## src/hdl/stfp_pkg.sv

```systemverilog
// Shared types, constants and the CRC-8 step function for the snapshot frame packer.
// Used by stfp_ucode_rom, stfp_datapath and snapshot_two_frame_packer_crc8_unit.
// No dependencies.
`default_nettype none

package stfp_pkg;

	// Snapshot geometry
	localparam int unsigned SNAP_LEN = 66;
	localparam int unsigned HEAD_LEN = 10;
	localparam int unsigned POS_W    = 7;
	localparam int unsigned HEAD_W   = 4;

	// Positions that start or end a frame
	localparam logic [POS_W-1:0] POS_FRAME0 = 7'd9;
	localparam logic [POS_W-1:0] POS_END0   = 7'd32;
	localparam logic [POS_W-1:0] POS_FRAME1 = 7'd33;
	localparam logic [POS_W-1:0] POS_LAST   = 7'd65;

	// Frame header bytes
	localparam logic [7:0] HDR_SYNC = 8'hee;
	localparam logic [7:0] HDR_LEN  = 8'd47;
	localparam logic [7:0] HDR_TYPE = 8'hea;
	localparam logic [7:0] HDR_DEST = 8'hee;
	localparam logic [7:0] HDR_ORIG = 8'hc8;
	localparam logic [7:0] HDR_VER  = 8'd1;

	// CRC-8, MSB first, init 0, no final xor
	localparam logic [7:0] CRC_POLY = 8'hd5;

	// Microcode layout
	localparam int unsigned       UC_ADDR_W   = 5;
	localparam logic [UC_ADDR_W-1:0] UC_HEAD  = 5'd0;
	localparam logic [UC_ADDR_W-1:0] UC_PASS  = 5'd25;
	localparam logic [UC_ADDR_W-1:0] UC_CRC   = 5'd26;
	localparam logic [UC_ADDR_W-1:0] UC_LEN   = 5'd27;

	// Data source of one output byte
	typedef enum logic [2:0] {
		SRC_CONST = 3'd0,
		SRC_HEAD  = 3'd1,
		SRC_BYTE  = 3'd2,
		SRC_PART  = 3'd3,
		SRC_CRC   = 3'd4
	} src_t;

	// Sequencing action after a step
	typedef enum logic [1:0] {
		SEQ_NEXT            = 2'd0,
		SEQ_LAST            = 2'd1,
		SEQ_JUMP_IF_PART1   = 2'd2,
		SEQ_LAST_UNLESS_END = 2'd3
	} seq_t;

	// One microcode control word
	typedef struct packed {
		src_t                 src;
		logic [7:0]           konst;
		logic [HEAD_W-1:0]    head_idx;
		logic                 crc_clr;
		logic                 crc_upd;
		logic                 frame_end;
		seq_t                 seq;
		logic [UC_ADDR_W-1:0] target;
	} ctrl_word_t;

	// Step command from sequencer to datapath
	typedef struct packed {
		logic       fire;
		logic       last;
		ctrl_word_t cw;
	} dp_ctrl_t;

	// Fold one byte into the running CRC
	function automatic logic [7:0] crc8_step(input logic [7:0] crc, input logic [7:0] data);
		logic [7:0] x;
		x = crc ^ data;
		for (int i = 0; i < 8; i++) begin
			x = {x[6:0], 1'b0} ^ (x[7] ? CRC_POLY : 8'h00);
		end
		return x;
	endfunction

endpackage

`default_nettype wire

```

## src/hdl/stfp_ucode_rom.sv

```systemverilog
// Microcode ROM of the snapshot frame packer: one control word per output byte step.
// Depends on stfp_pkg for the control word type and header constants.
`default_nettype none

module stfp_ucode_rom (
	input  wire logic [stfp_pkg::UC_ADDR_W-1:0] addr,
	output stfp_pkg::ctrl_word_t                word
);

	// Build one control word
	function automatic stfp_pkg::ctrl_word_t mk(
		input stfp_pkg::src_t                 src,
		input logic [7:0]                     konst,
		input logic [stfp_pkg::HEAD_W-1:0]    idx,
		input logic                           clr,
		input logic                           upd,
		input logic                           fend,
		input stfp_pkg::seq_t                 seq,
		input logic [stfp_pkg::UC_ADDR_W-1:0] tgt
	);
		stfp_pkg::ctrl_word_t w;
		w.src       = src;
		w.konst     = konst;
		w.head_idx  = idx;
		w.crc_clr   = clr;
		w.crc_upd   = upd;
		w.frame_end = fend;
		w.seq       = seq;
		w.target    = tgt;
		return w;
	endfunction

	// Program: header (shared by both frames), head bytes 0..9 for frame 0,
	// pass-through byte, and the closing CRC byte
	always_comb begin
		unique case (addr)
			5'd0:  word = mk(stfp_pkg::SRC_CONST, stfp_pkg::HDR_SYNC, 4'd0, 1'b1, 1'b0, 1'b0,
				stfp_pkg::SEQ_NEXT, stfp_pkg::UC_HEAD);
			5'd1:  word = mk(stfp_pkg::SRC_CONST, stfp_pkg::HDR_LEN, 4'd0, 1'b0, 1'b0, 1'b0,
				stfp_pkg::SEQ_NEXT, stfp_pkg::UC_HEAD);
			5'd2:  word = mk(stfp_pkg::SRC_CONST, stfp_pkg::HDR_TYPE, 4'd0, 1'b0, 1'b1, 1'b0,
				stfp_pkg::SEQ_NEXT, stfp_pkg::UC_HEAD);
			5'd3:  word = mk(stfp_pkg::SRC_CONST, stfp_pkg::HDR_DEST, 4'd0, 1'b0, 1'b1, 1'b0,
				stfp_pkg::SEQ_NEXT, stfp_pkg::UC_HEAD);
			5'd4:  word = mk(stfp_pkg::SRC_CONST, stfp_pkg::HDR_ORIG, 4'd0, 1'b0, 1'b1, 1'b0,
				stfp_pkg::SEQ_NEXT, stfp_pkg::UC_HEAD);
			5'd5:  word = mk(stfp_pkg::SRC_CONST, stfp_pkg::HDR_VER, 4'd0, 1'b0, 1'b1, 1'b0,
				stfp_pkg::SEQ_NEXT, stfp_pkg::UC_HEAD);
			5'd6:  word = mk(stfp_pkg::SRC_PART, 8'h00, 4'd0, 1'b0, 1'b1, 1'b0,
				stfp_pkg::SEQ_NEXT, stfp_pkg::UC_HEAD);
			5'd7:  word = mk(stfp_pkg::SRC_HEAD, 8'h00, 4'd2, 1'b0, 1'b1, 1'b0,
				stfp_pkg::SEQ_NEXT, stfp_pkg::UC_HEAD);
			5'd8:  word = mk(stfp_pkg::SRC_HEAD, 8'h00, 4'd3, 1'b0, 1'b1, 1'b0,
				stfp_pkg::SEQ_NEXT, stfp_pkg::UC_HEAD);
			5'd9:  word = mk(stfp_pkg::SRC_HEAD, 8'h00, 4'd4, 1'b0, 1'b1, 1'b0,
				stfp_pkg::SEQ_NEXT, stfp_pkg::UC_HEAD);
			5'd10: word = mk(stfp_pkg::SRC_HEAD, 8'h00, 4'd5, 1'b0, 1'b1, 1'b0,
				stfp_pkg::SEQ_NEXT, stfp_pkg::UC_HEAD);
			5'd11: word = mk(stfp_pkg::SRC_HEAD, 8'h00, 4'd6, 1'b0, 1'b1, 1'b0,
				stfp_pkg::SEQ_NEXT, stfp_pkg::UC_HEAD);
			5'd12: word = mk(stfp_pkg::SRC_HEAD, 8'h00, 4'd7, 1'b0, 1'b1, 1'b0,
				stfp_pkg::SEQ_NEXT, stfp_pkg::UC_HEAD);
			5'd13: word = mk(stfp_pkg::SRC_HEAD, 8'h00, 4'd8, 1'b0, 1'b1, 1'b0,
				stfp_pkg::SEQ_NEXT, stfp_pkg::UC_HEAD);
			// Frame 1 leaves the header for the pass-through step
			5'd14: word = mk(stfp_pkg::SRC_HEAD, 8'h00, 4'd9, 1'b0, 1'b1, 1'b0,
				stfp_pkg::SEQ_JUMP_IF_PART1, stfp_pkg::UC_PASS);
			5'd15: word = mk(stfp_pkg::SRC_HEAD, 8'h00, 4'd0, 1'b0, 1'b1, 1'b0,
				stfp_pkg::SEQ_NEXT, stfp_pkg::UC_HEAD);
			5'd16: word = mk(stfp_pkg::SRC_HEAD, 8'h00, 4'd1, 1'b0, 1'b1, 1'b0,
				stfp_pkg::SEQ_NEXT, stfp_pkg::UC_HEAD);
			5'd17: word = mk(stfp_pkg::SRC_HEAD, 8'h00, 4'd2, 1'b0, 1'b1, 1'b0,
				stfp_pkg::SEQ_NEXT, stfp_pkg::UC_HEAD);
			5'd18: word = mk(stfp_pkg::SRC_HEAD, 8'h00, 4'd3, 1'b0, 1'b1, 1'b0,
				stfp_pkg::SEQ_NEXT, stfp_pkg::UC_HEAD);
			5'd19: word = mk(stfp_pkg::SRC_HEAD, 8'h00, 4'd4, 1'b0, 1'b1, 1'b0,
				stfp_pkg::SEQ_NEXT, stfp_pkg::UC_HEAD);
			5'd20: word = mk(stfp_pkg::SRC_HEAD, 8'h00, 4'd5, 1'b0, 1'b1, 1'b0,
				stfp_pkg::SEQ_NEXT, stfp_pkg::UC_HEAD);
			5'd21: word = mk(stfp_pkg::SRC_HEAD, 8'h00, 4'd6, 1'b0, 1'b1, 1'b0,
				stfp_pkg::SEQ_NEXT, stfp_pkg::UC_HEAD);
			5'd22: word = mk(stfp_pkg::SRC_HEAD, 8'h00, 4'd7, 1'b0, 1'b1, 1'b0,
				stfp_pkg::SEQ_NEXT, stfp_pkg::UC_HEAD);
			5'd23: word = mk(stfp_pkg::SRC_HEAD, 8'h00, 4'd8, 1'b0, 1'b1, 1'b0,
				stfp_pkg::SEQ_NEXT, stfp_pkg::UC_HEAD);
			5'd24: word = mk(stfp_pkg::SRC_HEAD, 8'h00, 4'd9, 1'b0, 1'b1, 1'b0,
				stfp_pkg::SEQ_LAST, stfp_pkg::UC_HEAD);
			// Pass the input byte; continue to the CRC byte at frame end
			5'd25: word = mk(stfp_pkg::SRC_BYTE, 8'h00, 4'd0, 1'b0, 1'b1, 1'b0,
				stfp_pkg::SEQ_LAST_UNLESS_END, stfp_pkg::UC_HEAD);
			5'd26: word = mk(stfp_pkg::SRC_CRC, 8'h00, 4'd0, 1'b0, 1'b0, 1'b1,
				stfp_pkg::SEQ_LAST, stfp_pkg::UC_HEAD);
			default: word = mk(stfp_pkg::SRC_CONST, 8'h00, 4'd0, 1'b0, 1'b0, 1'b0,
				stfp_pkg::SEQ_LAST, stfp_pkg::UC_HEAD);
		endcase
	end

endmodule

`default_nettype wire

```

## src/hdl/stfp_datapath.sv

```systemverilog
// Datapath of the snapshot frame packer: head buffer, input byte, CRC and output register.
// Driven one step at a time by the microcode sequencer; depends on stfp_pkg.
`default_nettype none

module stfp_datapath (
	input  wire logic                          clk,
	input  wire logic                          arst_n,
	input  wire logic                          in_take,
	input  wire logic                          head_we,
	input  wire logic [stfp_pkg::HEAD_W-1:0]   head_widx,
	input  wire logic [7:0]                    in_data,
	input  wire logic                          part,
	input  wire stfp_pkg::dp_ctrl_t            ctrl,
	output logic                               slot_free,
	output logic                               out_valid,
	input  wire logic                          out_ready,
	output logic [7:0]                         out_byte,
	output logic                               frame_part,
	output logic                               frame_end,
	output logic                               run_last
);

	logic [7:0] head_q [stfp_pkg::HEAD_LEN];
	logic [7:0] byte_q;
	logic [7:0] crc_q;
	logic [7:0] value;
	logic       out_valid_q;
	logic [7:0] out_byte_q;
	logic       frame_part_q;
	logic       frame_end_q;
	logic       run_last_q;

	// Capture the head bytes and the current input byte
	always_ff @(posedge clk) begin
		if (head_we) begin
			head_q[head_widx] <= in_data;
		end
		if (in_take) begin
			byte_q <= in_data;
		end
	end

	// Select the byte of this step
	always_comb begin
		unique case (ctrl.cw.src)
			stfp_pkg::SRC_CONST: value = ctrl.cw.konst;
			stfp_pkg::SRC_HEAD:  value = head_q[ctrl.cw.head_idx];
			stfp_pkg::SRC_BYTE:  value = byte_q;
			stfp_pkg::SRC_PART:  value = {7'd0, part};
			stfp_pkg::SRC_CRC:   value = crc_q;
			default:             value = 8'h00;
		endcase
	end

	// Clear or advance the running CRC
	always_ff @(posedge clk or negedge arst_n) begin
		if (!arst_n) begin
			crc_q <= 8'h00;
		end else if (ctrl.fire) begin
			if (ctrl.cw.crc_clr) begin
				crc_q <= 8'h00;
			end else if (ctrl.cw.crc_upd) begin
				crc_q <= stfp_pkg::crc8_step(crc_q, value);
			end
		end
	end

	assign slot_free = !out_valid_q || out_ready;

	// Hold the result until the transaction completes
	always_ff @(posedge clk or negedge arst_n) begin
		if (!arst_n) begin
			out_valid_q <= 1'b0;
		end else if (ctrl.fire) begin
			out_valid_q <= 1'b1;
		end else if (out_ready) begin
			out_valid_q <= 1'b0;
		end
	end

	always_ff @(posedge clk) begin
		if (ctrl.fire) begin
			out_byte_q   <= value;
			frame_part_q <= part;
			frame_end_q  <= ctrl.cw.frame_end;
			run_last_q   <= ctrl.last;
		end
	end

	assign out_valid  = out_valid_q;
	assign out_byte   = out_byte_q;
	assign frame_part = frame_part_q;
	assign frame_end  = frame_end_q;
	assign run_last   = run_last_q;

endmodule

`default_nettype wire

```

## src/hdl/snapshot_two_frame_packer_crc8_unit.sv

```systemverilog
// Snapshot two-frame packer with CRC-8.
// Input channel in_valid/in_ready carries one snapshot byte (snap_byte) per transaction;
// the byte position 0..65 is counted internally and wraps to 0 after 65.
// Output channel out_valid/out_ready carries one frame byte per transaction with
// frame_part, frame_end (the CRC byte) and run_last (last byte caused by one input).
// Bytes 0..8 are only buffered and produce nothing. Byte 9 starts frame 0 with a run of
// 25 bytes, byte 33 starts frame 1 with a run of 16 bytes, every other byte passes
// through as one byte, and bytes 32 and 65 are each followed by their frame's CRC byte.
// Timing: a microcode sequencer emits one output byte per cycle into the output register
// while the receiver does not stall. An input transaction that starts a run registers
// the start address and busy flag, and the steps then write the output register; the
// next input is taken the cycle after the last step. Nine buffer-only bytes leave the
// sequencer idle. The output register decouples the sides:
// the next input is accepted while the final result of a run is still waiting.
// A stalled receiver holds the sequencer at its current step; nothing is dropped.
// Reset clears the position to 0, the CRC and all handshake state; the head buffer
// needs no reset since each entry is written before it is read.
// Depends on stfp_pkg, stfp_ucode_rom and stfp_datapath.
`default_nettype none

module snapshot_two_frame_packer_crc8_unit (
	input  wire logic       clk,
	input  wire logic       arst_n,
	input  wire logic       in_valid,
	output logic            in_ready,
	input  wire logic [7:0] snap_byte,
	output logic            out_valid,
	input  wire logic       out_ready,
	output logic [7:0]      out_byte,
	output logic            frame_part,
	output logic            frame_end,
	output logic            run_last
);

	logic [stfp_pkg::POS_W-1:0]     pos_q;
	logic [stfp_pkg::UC_ADDR_W-1:0] pc_q;
	logic                           busy_q;
	logic                           part_q;
	logic                           end_q;
	logic                           take;
	logic                           slot_free;
	logic                           last;
	stfp_pkg::ctrl_word_t           cw;
	stfp_pkg::dp_ctrl_t             ctrl;

	assign in_ready = !busy_q;
	assign take     = in_valid && in_ready;

	stfp_ucode_rom u_rom (
		.addr (pc_q),
		.word (cw)
	);

	// Decide whether this step ends the run
	always_comb begin
		unique case (cw.seq)
			stfp_pkg::SEQ_LAST:            last = 1'b1;
			stfp_pkg::SEQ_LAST_UNLESS_END: last = !end_q;
			default:                       last = 1'b0;
		endcase
	end

	assign ctrl.fire = busy_q && slot_free;
	assign ctrl.last = last;
	assign ctrl.cw   = cw;

	// Advance position, start runs and step the program counter
	always_ff @(posedge clk or negedge arst_n) begin
		if (!arst_n) begin
			pos_q  <= '0;
			pc_q   <= stfp_pkg::UC_HEAD;
			busy_q <= 1'b0;
			part_q <= 1'b0;
			end_q  <= 1'b0;
		end else if (take) begin
			pos_q <= (pos_q == stfp_pkg::POS_LAST) ? '0 : pos_q + 1'b1;
			if (pos_q >= stfp_pkg::POS_FRAME0) begin
				busy_q <= 1'b1;
				part_q <= (pos_q >= stfp_pkg::POS_FRAME1);
				end_q  <= (pos_q == stfp_pkg::POS_END0) || (pos_q == stfp_pkg::POS_LAST);
				pc_q   <= ((pos_q == stfp_pkg::POS_FRAME0) || (pos_q == stfp_pkg::POS_FRAME1))
					? stfp_pkg::UC_HEAD : stfp_pkg::UC_PASS;
			end
		end else if (ctrl.fire) begin
			if (last) begin
				busy_q <= 1'b0;
			end else if (cw.seq == stfp_pkg::SEQ_JUMP_IF_PART1 && part_q) begin
				pc_q <= cw.target;
			end else begin
				pc_q <= pc_q + 1'b1;
			end
		end
	end

	stfp_datapath u_dp (
		.clk        (clk),
		.arst_n     (arst_n),
		.in_take    (take),
		.head_we    (take && (pos_q < stfp_pkg::POS_W'(stfp_pkg::HEAD_LEN))),
		.head_widx  (pos_q[stfp_pkg::HEAD_W-1:0]),
		.in_data    (snap_byte),
		.part       (part_q),
		.ctrl       (ctrl),
		.slot_free  (slot_free),
		.out_valid  (out_valid),
		.out_ready  (out_ready),
		.out_byte   (out_byte),
		.frame_part (frame_part),
		.frame_end  (frame_end),
		.run_last   (run_last)
	);

	// Position stays inside the snapshot
	a_pos_range: assert property (@(posedge clk) disable iff (!arst_n)
		pos_q < stfp_pkg::POS_W'(stfp_pkg::SNAP_LEN))
		else $error("byte position out of range");

	// Program counter stays inside the program while running
	a_pc_range: assert property (@(posedge clk) disable iff (!arst_n)
		busy_q |-> (pc_q < stfp_pkg::UC_LEN))
		else $error("microcode address out of range");

	// Frame start launches the header program
	a_frame_start: assert property (@(posedge clk) disable iff (!arst_n)
		(take && (pos_q == stfp_pkg::POS_FRAME0 || pos_q == stfp_pkg::POS_FRAME1))
		|=> (busy_q && pc_q == stfp_pkg::UC_HEAD))
		else $error("frame start did not launch header");

	// Last step of a run releases the input side
	a_run_end: assert property (@(posedge clk) disable iff (!arst_n)
		(ctrl.fire && last) |=> !busy_q)
		else $error("sequencer stayed busy after last step");

	// CRC byte only at the end of a frame
	a_crc_at_end: assert property (@(posedge clk) disable iff (!arst_n)
		(ctrl.fire && cw.frame_end) |-> (end_q && last))
		else $error("CRC byte outside frame end");

endmodule

`default_nettype wire
```

## config.mk

```make
export PLATFORM = sky130hd
export DESIGN_NAME = snapshot_two_frame_packer_crc8_unit
export DESIGN_NICKNAME = d
export VERILOG_FILES = /design/src/hdl/stfp_pkg.sv /design/src/hdl/stfp_ucode_rom.sv /design/src/hdl/stfp_datapath.sv /design/src/hdl/snapshot_two_frame_packer_crc8_unit.sv
export SDC_FILE = /design/constraint.sdc
export NUM_CORES = 1
export LEC_CHECK = 0
export BUFFER_PORTS_ARGS = -buffer_cell sky130_fd_sc_hd__buf_4
export CAP_MARGIN = 20
export CORE_UTILIZATION = 65
export DETAILED_ROUTE_END_ITERATION = 12
export GPL_TIMING_DRIVEN = 0
export PLACE_DENSITY = 0.93
export SYNTH_ARGS = -nofsm -noshare
export SYNTH_HDL_FRONTEND = slang
export SYNTH_HIERARCHICAL = 1
export SYNTH_SLANG_ARGS = --single-unit
```

## constraint.sdc

```tcl
create_clock -name clk -period 5.8 [get_ports clk]
set_clock_uncertainty 0.05 [all_clocks]
set_input_delay 1.16 -clock clk [delete_from_list [all_inputs] [get_ports clk]]
set_output_delay 1.16 -clock clk [all_outputs]
set_load 0.01 [all_outputs]
```

# == Word level (Yosys, flattened, before mapping) ==
# Memories as Yosys holds them, arrays and structs flattened.
# Index checks and enable logic that the tools add are counted.
# word_totals
ff_bits,43
out_inout_bits,13
in_bits,12
wordCells,87
romBits,704
ramBits,80
n_memories,2
# mem_list
memory,depth,word_bits,read_ports,rd_clocked_by_memory_dff,wr,line,source
(name not given),32,22,1,0,0,stfp_ucode_rom.sv:36,unique case (addr)
u_dp.head_q,10,8,1,0,1,stfp_datapath.sv:23,logic [7:0] head_q [stfp_pkg::HEAD_LEN];
# op_classes
n_eq_ne,13
add_sub_neg,2
mux,27
n_lt_le_gt_ge,3
n_bitwise,9
reduce_logical,19
# op_table
cell,count
8-bit two-way mux,10
8-bit XOR,9
8-bit case mux with 5 select lines,1
5-bit two-way mux,6
7-bit by 6-bit == test with 1-bit output (second input constant),2
1-bit two-way mux,8
2-bit nonzero test,4
7-bit by 1-bit adder with 7-bit output (second input constant),1
7-bit by 4-bit == test with 1-bit output (second input constant),1
7-bit == test (second input constant),1
7-bit by 4-bit >= comparator with 1-bit output (second input constant),1
7-bit by 6-bit >= comparator with 1-bit output (second input constant),1
7-bit by 4-bit less-than comparator with 1-bit output (second input constant),1
7-bit two-way mux,1
3-bit by 2-bit == test with 1-bit output (second input constant),2
3-bit AND reduction,2
5-bit by 1-bit adder with 5-bit output (second input constant),1
2-bit == test (second input constant),2
1-bit logical AND,4
2-bit AND reduction,2
3-bit by 1-bit == test with 1-bit output (second input constant),1
3-bit == test (second input constant),1
1-bit zero test,3
3-bit zero test,1
5 further kinds,7

# == Longest topological paths before layout ==
# Gate-level depths: netlist of the first run.
# An unclocked memory read counts as a cell.
# depth
word_depth,22
ltp_mapped,15
mapped_depth_nobuf,13

# == By module ==
# The synthesis of the first run kept the hierarchy.
# by_module_without_submodules
module,seq_area_each_um2,n_inst,area_per_inst_um2,cells_each
stfp_datapath,3198.1,1,4788.3,273
snapshot_two_frame_packer_crc8_unit,375.4,1,927.1,97
stfp_ucode_rom,0.0,1,490.5,63

# == Worst setup path before layout of the first run ==
# No wires, ideal clock.
# synth_timing
kind,reg-to-reg
startpoint,reg pc_q[0] in the netlist's numbering
endpoint,reg u_dp.crc_q[7]
path_stages_with_launch,16
synth_period_minus_slack_ns,3.882
required_time_ns,5.613
arrival_time_ns,3.695
path_slack_ns,1.918
n_path_buf,2
setup_ns,0.137
cell_sequence,dfrtp_1 -> inv_1 -> ha_1 -> nor3b_2 -> a21oi_1 -> o22ai_1 -> buf_6 -> buf_6 -> mux4_2 -> mux4_2 -> a22o_1 -> xor2_1 -> xnor2_1 -> xnor3_1 -> nand3b_1 -> o311ai_2
# synth_lines
item,line,source
start: declaration,snapshot_two_frame_packer_crc8_unit.sv:36,logic [stfp_pkg::UC_ADDR_W-1:0] pc_q;
start signal: assignment,snapshot_two_frame_packer_crc8_unit.sv:71,pc_q <= stfp_pkg::UC_HEAD;
start signal: assignment,snapshot_two_frame_packer_crc8_unit.sv:81,pc_q <= ((pos_q == stfp_pkg::POS_FRAME0) || (pos_q == stfp_pkg::POS_FRAME1))
start signal: assignment,snapshot_two_frame_packer_crc8_unit.sv:88,pc_q <= cw.target;
end signal: assignment,stfp_datapath.sv:63,"crc_q <= stfp_pkg::crc8_step(crc_q, value);"
end: declaration,stfp_datapath.sv:25,logic [7:0] crc_q;

==> flow_summary.ini, run 1 <==
[grt]
grt_max_degree = 25
overflow = 0
grt_util_all_layers = 0.296
via_count_of_the_first_global_routing_pass = 4028
grt_antenna_before_repair = 0
grt_pass1_wl_mm = 21.2

[final_layout]
final_design_area_no_fill_um2 = 7150
post_route_cells_drive_above_1_share = 0.251
layout.core_utilization = 0.774
area.growth.synth_to_final_pct = 15.2
final_net_count = 504
antenna-diode-count = 0

[worst_setup_path]
slowest_stage = dfrtp_1
worst_setup_path_end_kind = flip-flop
crit_start = pc_q[0]$_DFFE_PN0P_
timing.critical_path.cells = inv_1 > ha_1 > o21ai_1 > o2bb2ai_1 > clkbuf_1 > mux4_2 > mux4_2 > a22o_1 > xor2_1 > xnor2_1 > xnor3_1 > nand3b_1 > o311ai_2
critical-path-top-cell-by-count = mux4_2
worst-endpoint-arrival_ns = 4.88
critical_path_peak_fanout = 10
worstReg2RegStart = pc_q[0]$_DFFE_PN0P_
critPathKind = flip-flop to flip-flop
worst_ep_required_time_ns = 6.13
cp-start-kind = flip-flop
max_stage_delay_ns = 0.58

[timing]
max-slew-margin-rel = 0.331
grt_setup_unrepaired = false
final_max_slew_viol_count = 0
final-setup-viol-count = 0
fmax_ghz = 0.220
worst_pin_slew_ns = 1.00
fin_setup_tns_ns = 0
setup_slack_ns = 1.25
hold_violation_count_in_the_final_report = 0
final_period_minus_worst_setup_slack_ns = 4.55
post-route-period-util = 0.784

[synth]
synth_area_leader_cell = edfxtp_1
synth_seq_area_share = 0.576
synthSimpleGateAreaFrac = 0.0992
number_of_flops_mapped_to_enable_cells_by_yosys = 99
post_synth_num_cell_types = 76
yosys.area.top_type_share = 0.479
syn_avg_cell_area_um2 = 14.3
yosys_warnings = 6
yosys.area_share.xor_xnor = 0.0579
ys_seq_elements = 123
synth_top_family_by_area = multiplexers
netlist_instances = 433
synth_compound_area_frac = 0.0944
post_synth_fa_ha_maj_area_fraction = 0.0222
post_synth_mux_area_share = 0.110
asyncSetResetFlopFracSynth = 0.195
synth_area_leaders = edfxtp_1 48%, dfrtp_1 9.7%, mux4_1 4.2%, mux4_2 2.9%, ha_1 2.2%
post_synth_instance_area_um2 = 6210
postSynth.topFlopCell = edfxtp_1

[route]
viasPerCell = 6.39
length_of_the_first_detailed_routing_pass_in_iterations = 5
detail_route.wl_per_cell_um = 21.9
route.detailed.drc = 0
final_antenna_net_count = 0
first_iter_violations = 395
totalWireLength_mm = 13.6
detailroute.via_count = 3982

[clock_network]
cts_buf_count = 17
clock_tree.root_cell = clkbuf_8
tritoncts = yes
clock_sinks = 123
clkTransAtPathRegs_ns = 0.07
cts-resized-gates = 0
worstSkewPairLatency_ns = 0.53
max-clock-path-buffers = 2
post_cts.repair.setup_buffers = 0
htree_levels = 4
cts-hold-fix-buffers = 0

[floorplanning]
num_io_pins = 25
die_area_um2 = 9940
dieHeight_um = 99.7
die-width_um = 99.7
row_count = 35
placeableCoreArea_um2 = 9240
initial_core_util = 0.672

[placed_design]
placedInstanceArea_um2 = 6570
dpl.hpwl_mm = 8.72
place_congestion = 0.839
detailedPlace.worstSlack_ns = 1.42
io_buffers = 24

[outcome]
status = completed

[flow_run]
max_cap_viol_count = 0

[worst_hold_path]
hold_removal_path_class = primary input to async pin
[worst max-delay path, delay by kind of cell, from the launching register on]
family / cells / cell delay, ns
AOI/OAI and AO/OA: 4 / 0.81
xor gates and xnor gates: 3 / 0.83
adders and majority gates: 1 / 0.29
buffers and inverters: 2 / 0.79
DFF: 1 / 0.58
muxes: 2 / 0.93
and+or+nand+nor: 1 / 0.12
[per-layer routing]
metal  track usage  routed length [um]  share of wire  vias up
li1              -                   -              -     1759
met1         0.365                5370           0.39     2000
met2         0.497                7110           0.52      184
met3        0.0590                 717          0.053       39
met4         0.156                 451          0.033        0
met5             0                   0              0        -
[synthesized netlist by cell type, types with 4 or more instances]
library cell and count:
ha_1 11, edfxtp_1 99, o21ai_1 6, a22o_1 4, mux2i_1 13, a21oi_1 16
mux4_2 8, mux2_2 9, buf_6 7, xor2_1 11, nor2_1 22, nand2b_1 9
nand3_1 4, inv_1 12, o21ai_0 15, nand3b_1 14, mux4_1 10, nor3_1 7
nand2_1 18, buf_2 7, buf_4 9, xnor2_1 14, dfrtp_1 24
[final cells by class]
type	count	area, um2
Clock buffer	17	414
Inverter	13	48.8
Multi-Input combinational cell	272	2390
Fill cell	503	2090
Sequential cell	123	3570
Timing Repair Buffer	27	195
Tap cell	129	161
Clock inverter	15	168
Buffer	27	196
[worst paths after layout]
kind,endpoint,slack [ns],depth (start not counted)
min in group clk,end_q$_DFFE_PN0P_,0.50,1
hold reg to reg,end_q$_DFFE_PN0P_,0.50,1
setup / recovery,u_dp/crc_q[7]$_DFFE_PN0P_,1.25,13
setup reg to reg,u_dp/crc_q[7]$_DFFE_PN0P_,1.25,13
max in group asynchronous,u_dp/crc_q[1]$_DFFE_PN0P_,4.95,1
hold / removal,part_q$_DFFE_PN0P_,0.48,1
[metrics by stage]
| step | std cells | hold WS, ns |
|---|---|---|
| after floorplan | 435 | 0.435 |
| after global placement | 588 | 0.466 |
| after detailed placement | 590 | 0.481 |
| after CTS | 622 | 0.482 |
| after global routing | 623 | 0.500 |
| final | 623 | 0.484 |
[logic make-up after synthesis]
| group | after synthesis |
|---|---|
| AOI/OAI and AO/OA | 80 |
| xor gates and xnor gates | 32 |
| adders and majority gates | 11 |
| buffers and inverters | 40 |
| DFF | 123 |
| muxes | 41 |
| other | 1 |
| and+or+nand+nor | 105 |
[state kept, by name, summed over array words and instances (netlist names)]
name	flops
u_dp/byte_q	8
end_q	1
u_dp/run_last	1
pc_q	5
u_dp/head_q	80
u_dp/out_byte	8
u_dp/out_valid	1
u_dp/crc_q	8
part_q	1
u_dp/frame_end	1
u_dp/frame_part	1
pos_q	7
busy_q	1
[layout by cell type (no fill, tap or decap), drive strengths merged, types with 4 or more instances in the layout]
master and count:
mux2 10, nand2b 9, o21ai 24, mux2i 13, a22o 4, nor2 22, dfrtp 24, xor2 11
nand2 18, nand3b 14, edfxtp 99, xnor2 17, inv 24, xnor3 4, nand3 4, clkbuf 20
ha 11, nor3 8, mux4 18, o211ai 4, a21oi 16, buf 51
Power of run 1 is left out: the tool's default activity adds up to more than one toggle a clock period on the data nets, which glitch-free logic cannot reach.
==> run 2: changes to the inputs <==
Settings changed: CORE_UTILIZATION 65 to 56, PLACE_DENSITY 0.93 to 0.86.
Clock period 5.8 ns to 4 ns, I/O delays scaled along.
==> run 2 against run 1 <==
  * The run now ends with DRC left
  * Non-clock buffer count up 13
  * Wire length up 0.32%
  * Sequential share of layout area down 0.86 points
  * Final cell count up 3.9%
  * Cell area up 1.8%
  * Via count down 1.3%
  * First-iteration DRC count down 5.6%
  * Critical path type unchanged
  * Worst hold slack worse by 0.36 ns
  * Core utilization down 10 points
  * Register-to-register slack worse by 1.2 ns
==> flow_summary.ini, run 2 (same netlist as run 1, synthesis figures left out) <==
[outcome]
status = finished, violations left
failed_checks = DRC

[clock_network]
worstSkewPairLatency_ns = 0.53
cts_buf_count = 17
clkTransAtPathRegs_ns = 0.06
max-clock-path-buffers = 2
cts-hold-fix-buffers = 0
htree_levels = 4
clock_sinks = 123
tritoncts = yes
clock_tree.root_cell = clkbuf_8

[timing]
hold_violation_count_in_the_final_report = 0
max-slew-margin-rel = 0.354
final_max_slew_viol_count = 0
fmax_ghz = 0.253
worst_pin_slew_ns = 0.965
final_period_minus_worst_setup_slack_ns = 3.95
post-route-period-util = 0.988
final-setup-viol-count = 0
fin_setup_tns_ns = 0

[floorplanning]
die_area_um2 = 11500
dieHeight_um = 107
placeableCoreArea_um2 = 10800
row_count = 38
num_io_pins = 25
initial_core_util = 0.572
die-width_um = 107

[worst_setup_path]
worst-endpoint-arrival_ns = 4.30
cp-start-kind = flip-flop
worst-r2r-setup-slack_ns = 0.05
critPathKind = flip-flop to flip-flop
worst_setup_path_end_kind = flip-flop
critical_path_peak_fanout = 10
worst_ep_required_time_ns = 4.34

[flow_run]
max_cap_viol_count = 0

[placed_design]
place_congestion = 0.858
dpl.hpwl_mm = 8.66
io_buffers = 24
placedInstanceArea_um2 = 6580

[final_layout]
largest-register = u_dp/head_q
antenna-diode-count = 0
area.growth.synth_to_final_pct = 17.3
final_design_area_no_fill_um2 = 7280
post_route_cells_drive_above_1_share = 0.298
largest_register_ffs = 80
most_frequent_standard_cell_in_the_layout_excluding_fill_and_tap_cells = edfxtp_1
most_used_cells_in_the_layout_excluding_fill_and_tap_cells = 99 x edfxtp_1, 48 x buf_4, 22 x nor2_1, 22 x dfrtp_1, 18 x nand2_1
final_net_count = 517

[grt]
grt_antenna_before_repair = 0
via_count_of_the_first_global_routing_pass = 3871
grt_util_all_layers = 0.257
grt_max_degree = 25
overflow = 0
grt_pass1_wl_mm = 21.2

[route]
length_of_the_first_detailed_routing_pass_in_iterations = 9
detailroute.via_count = 3931
first_iter_violations = 373
totalWireLength_mm = 13.7
viasPerCell = 6.08
detail_route.wl_per_cell_um = 21.2
route.detailed.drc = 1
final_antenna_net_count = 0

[worst_hold_path]
hold_removal_path_class = primary input to async pin
-- run 2: path summary, 6_finish.rpt --
path	from	to	cells after the start
hold / removal	arst_n	u_dp/crc_q[2]$_DFFE_PN0P_	1
min in group clk	snap_byte[2]	u_dp/head_q[2][2]$_DFFE_PP_	1
setup reg to reg	pc_q[0]$_DFFE_PN0P_	u_dp/crc_q[7]$_DFFE_PN0P_	15
hold reg to reg	end_q$_DFFE_PN0P_	end_q$_DFFE_PN0P_	1
setup / recovery	pc_q[0]$_DFFE_PN0P_	u_dp/crc_q[7]$_DFFE_PN0P_	15
max in group asynchronous	arst_n	pc_q[1]$_DFFE_PN0P_	1
-- run 2: metal layers --
metal  share of wire  track usage  vias up
met5               0            0        -
met1            0.40        0.327     1953
li1                -            -     1778
met3           0.064       0.0702       25
met4           0.021        0.104        0
met2            0.52        0.418      175
-- run 2: final cells by class --
cell class                      instances  area (um2)
Multi-Input combinational cell        272        2450
Clock buffer                           18         418
Sequential cell                       123        3580
Clock inverter                         14        97.6
Tap cell                              140         175
Inverter                               13        48.8
Fill cell                             718        3560
Buffer                                 27         204
Timing Repair Buffer                   40         310
-- run 2: per-stage QoR --
stage / worst slack [ns] / util / std cells / hold slack (ns)
final: 0.0473 / 0.672 / 647 / 0.121
after global routing: -0.0620 / 0.672 / 647 / 0.128
after CTS: 0.00130 / 0.665 / 642 / 0.118
after detailed placement: -0.450 / 0.607 / 601 / 0.471
after global placement: -0.345 / 0.606 / 599 / 0.467
after floorplan: 0.118 / - / 435 / 0.435
-- run 2: timing repair --
| action | 4_1_cts | 5_1_grt |
|---|---|---|
| setup endpoints to repair | 8 | 7 |
| setup buffers | 9 | 4 |
| hold endpoints to repair | 0 | 0 |
| pin swaps | 4 | 7 |
| resized for setup | 7 | 13 |
-- run 2: critical path: stages (launching register included) --
cell and delay [ns]:
dfrtp_2 0.41, buf_4 0.18, ha_2 0.20, mux2_1 0.31
a21oi_2 0.16, o22ai_2 0.10, buf_6 0.14, buf_8 0.14
mux4_2 0.43, mux4_2 0.51, a22o_4 0.27, xor2_4 0.25
xnor2_2 0.14, xnor3_1 0.27, nand3b_1 0.12, o311ai_2 0.11
Power of run 2 is left out for the same reason.
==> run 3: changes to the inputs <==
Settings changed: SYNTH_HIERARCHICAL 1 to default.
==> run 3 against run 2 <==
  * The flow now finishes without violations
  * Via count grew 17%
  * First-iteration DRC count grew 42%
  * Non-clock buffer count shrank 18
  * Worst setup slack gained 0.11 ns
  * Sequential share of layout area grew 0.55 points
  * Wire length grew 10%
  * Maximum frequency grew 2.8%
  * Critical path type unchanged
  * Largest cell class unchanged
==> flow_summary.ini, run 3 <==
[timing]
hold_violation_count_in_the_final_report = 0
worst_pin_slew_ns = 0.987
setup_slack_ns = 0.154
grt_setup_unrepaired = false
fmax_ghz = 0.260
final_max_slew_viol_count = 0
post-route-period-util = 0.962
final-setup-viol-count = 0
final_period_minus_worst_setup_slack_ns = 3.85
max-slew-margin-rel = 0.342
fin_setup_tns_ns = 0

[final_layout]
post_route_cells_drive_above_1_share = 0.214
final_net_count = 588
antenna-diode-count = 0
largest_register_ffs = 80
area.growth.synth_to_final_pct = 15.9
most_frequent_standard_cell_in_the_layout_excluding_fill_and_tap_cells = edfxtp_1
largest-register = u_dp.head_q
most_used_cells_in_the_layout_excluding_fill_and_tap_cells = 99 x edfxtp_1, 65 x nand2_1, 48 x nand3_1

[synth]
netlist_instances = 516
synth.most_common_cell = edfxtp_1
yosys.area.top_type_share = 0.479
post_synth_instance_area_um2 = 6210
ys_seq_elements = 123
syn_avg_cell_area_um2 = 12.0
synth_area_leader_cell = edfxtp_1
postSynth.topFlopCell = edfxtp_1
syn-num-nets = 540
synth_seq_area_share = 0.575
yosys_warnings = 0
number_of_flops_mapped_to_enable_cells_by_yosys = 99
synth_area_leaders = edfxtp_1 48%, dfrtp_1 9.7%, nand2_1 4.0%, nand3_1 3.9%, ha_1 2.4%
synth_common_cells = 99 x edfxtp_1, 66 x nand2_1, 48 x nand3_1
asyncSetResetFlopFracSynth = 0.195
post_synth_num_cell_types = 81

[route]
final_antenna_net_count = 0
first_iter_violations = 529
viasPerCell = 6.43
route.detailed.drc = 0
detailroute.via_count = 4603
totalWireLength_mm = 15.1
length_of_the_first_detailed_routing_pass_in_iterations = 5
detail_route.wl_per_cell_um = 21.1

[worst_setup_path]
critical-path-top-cell-by-count = ha_1
cp-start-kind = flip-flop
worst-r2r-cell-count = 14
timing.critical_path.cells = ha_1 > ha_1 > nand2b_4 > o2bb2ai_1 > nor2_1 > buf_2 > nand4_1 > nand4_2 > a31oi_4 > mux2i_4 > xnor2_2 > xor3_2 > xor2_1 > a22o_1
max_stage_delay_ns = 0.45
critical_path_peak_fanout = 10
critPathKind = flip-flop to flip-flop
worstReg2RegStart = pc_q[0]$_DFFE_PN0P_
worst_setup_path_end_kind = flip-flop
worst-r2r-setup-slack_ns = 0.15
worst-endpoint-arrival_ns = 4.22
worst_ep_required_time_ns = 4.37
rr_endpoint = u_dp.crc_q[6]$_DFFE_PN0P_
slowest_stage = dfrtp_2

[floorplanning]
row_count = 38
initial_core_util = 0.573
num_io_pins = 25
die_area_um2 = 11500
placeableCoreArea_um2 = 10800
dieHeight_um = 107
die-width_um = 107

[clock_network]
tritoncts = yes
clkTransAtPathRegs_ns = 0.06
cts-hold-fix-buffers = 0
clock_sinks = 123
htree_levels = 4
clock_tree.root_cell = clkbuf_8
worstSkewPairLatency_ns = 0.54
max-clock-path-buffers = 2
cts_buf_count = 17

[placed_design]
io_buffers = 24
detailedPlace.worstSlack_ns = 0.0684
place_congestion = 0.912
dpl.hpwl_mm = 10.2

[grt]
grt_max_degree = 25
via_count_of_the_first_global_routing_pass = 4410
grt_util_all_layers = 0.276
grt_pass1_wl_mm = 23.2
overflow = 0
grt_antenna_before_repair = 0

[worst_hold_path]
hold_removal_path_class = primary input to async pin

[outcome]
status = completed

[flow_run]
max_cap_viol_count = 0
## run 3: what timing repair did
action                     in CTS  in global routing
buffers inserted                0                  2
setup endpoints to repair       0                  8
gates resized for setup         0                 10
## run 3: cell families after synthesis
group,Yosys count,share of synthesized area
buf+inv,32,0.0286
simple gates,196,0.166
fa+ha+maj,12,0.0242
flops,123,0.575
mux,8,0.0191
compound gates,124,0.150
xor+xnor,21,0.0373
## run 3: how the worst max path moves through the flow
stage / startpoint / slack [ns] / end
after global placement: pc_q[0]$_DFFE_PN0P_ / 0.10 / u_dp.crc_q[6]$_DFFE_PN0P_
final: pc_q[0]$_DFFE_PN0P_ / 0.15 / u_dp.crc_q[6]$_DFFE_PN0P_
after detailed placement: pc_q[0]$_DFFE_PN0P_ / 0.07 / u_dp.crc_q[0]$_DFFE_PN0P_
after global routing: pc_q[0]$_DFFE_PN0P_ / 0.01 / u_dp.crc_q[6]$_DFFE_PN0P_
after floorplan: pc_q[0]$_DFFE_PN0P_ / 0.67 / u_dp.crc_q[6]$_DFFE_PN0P_
after CTS: pc_q[0]$_DFFE_PN0P_ / 0.006 / u_dp.crc_q[0]$_DFFE_PN0P_
## run 3: cell type report
cell class | instances | area (um2)
inverters | 12 | 47.5
well taps | 140 | 175
plain buffers | 20 | 130
flip-flops and latches | 123 | 3580
fillers | 731 | 3640
clock buffers | 19 | 422
clock inverters | 12 | 125
multi-input cells | 361 | 2510
repair buffers | 29 | 213
## run 3: critical path: cells and delay by family, from the launching register on
family	cells	cell delay, ns
XOR/XNOR	3	0.80
AO/OA/AOI/OAI	3	0.91
AND/OR/NAND/NOR	4	0.48
adder cells (fa/ha/maj)	2	0.49
flip-flops	1	0.45
buffers and inverters	1	0.22
multiplexers	1	0.34
## run 3: metal layers
metal,part of all wire,vias to the layer above,GRT usage
met5,0,-,0
met4,0.035,0,0.130
met3,0.083,51,0.0872
met2,0.49,273,0.441
met1,0.39,2229,0.343
li1,-,2050,-
## run 3: per-stage QoR
stage / cells / util / area [um2] / hold WS (ns)
2_1_floorplan: 516 / - / 6210 / 0.420
3_3_place_gp: 680 / 0.606 / 6570 / 0.436
3_5_place_dp: 683 / 0.608 / 6590 / 0.443
4_1_cts: 714 / 0.658 / 7140 / 0.114
5_1_grt: 716 / 0.664 / 7200 / 0.128
6_report: 716 / 0.664 / 7200 / 0.117
Power of run 3 is left out for the same reason.
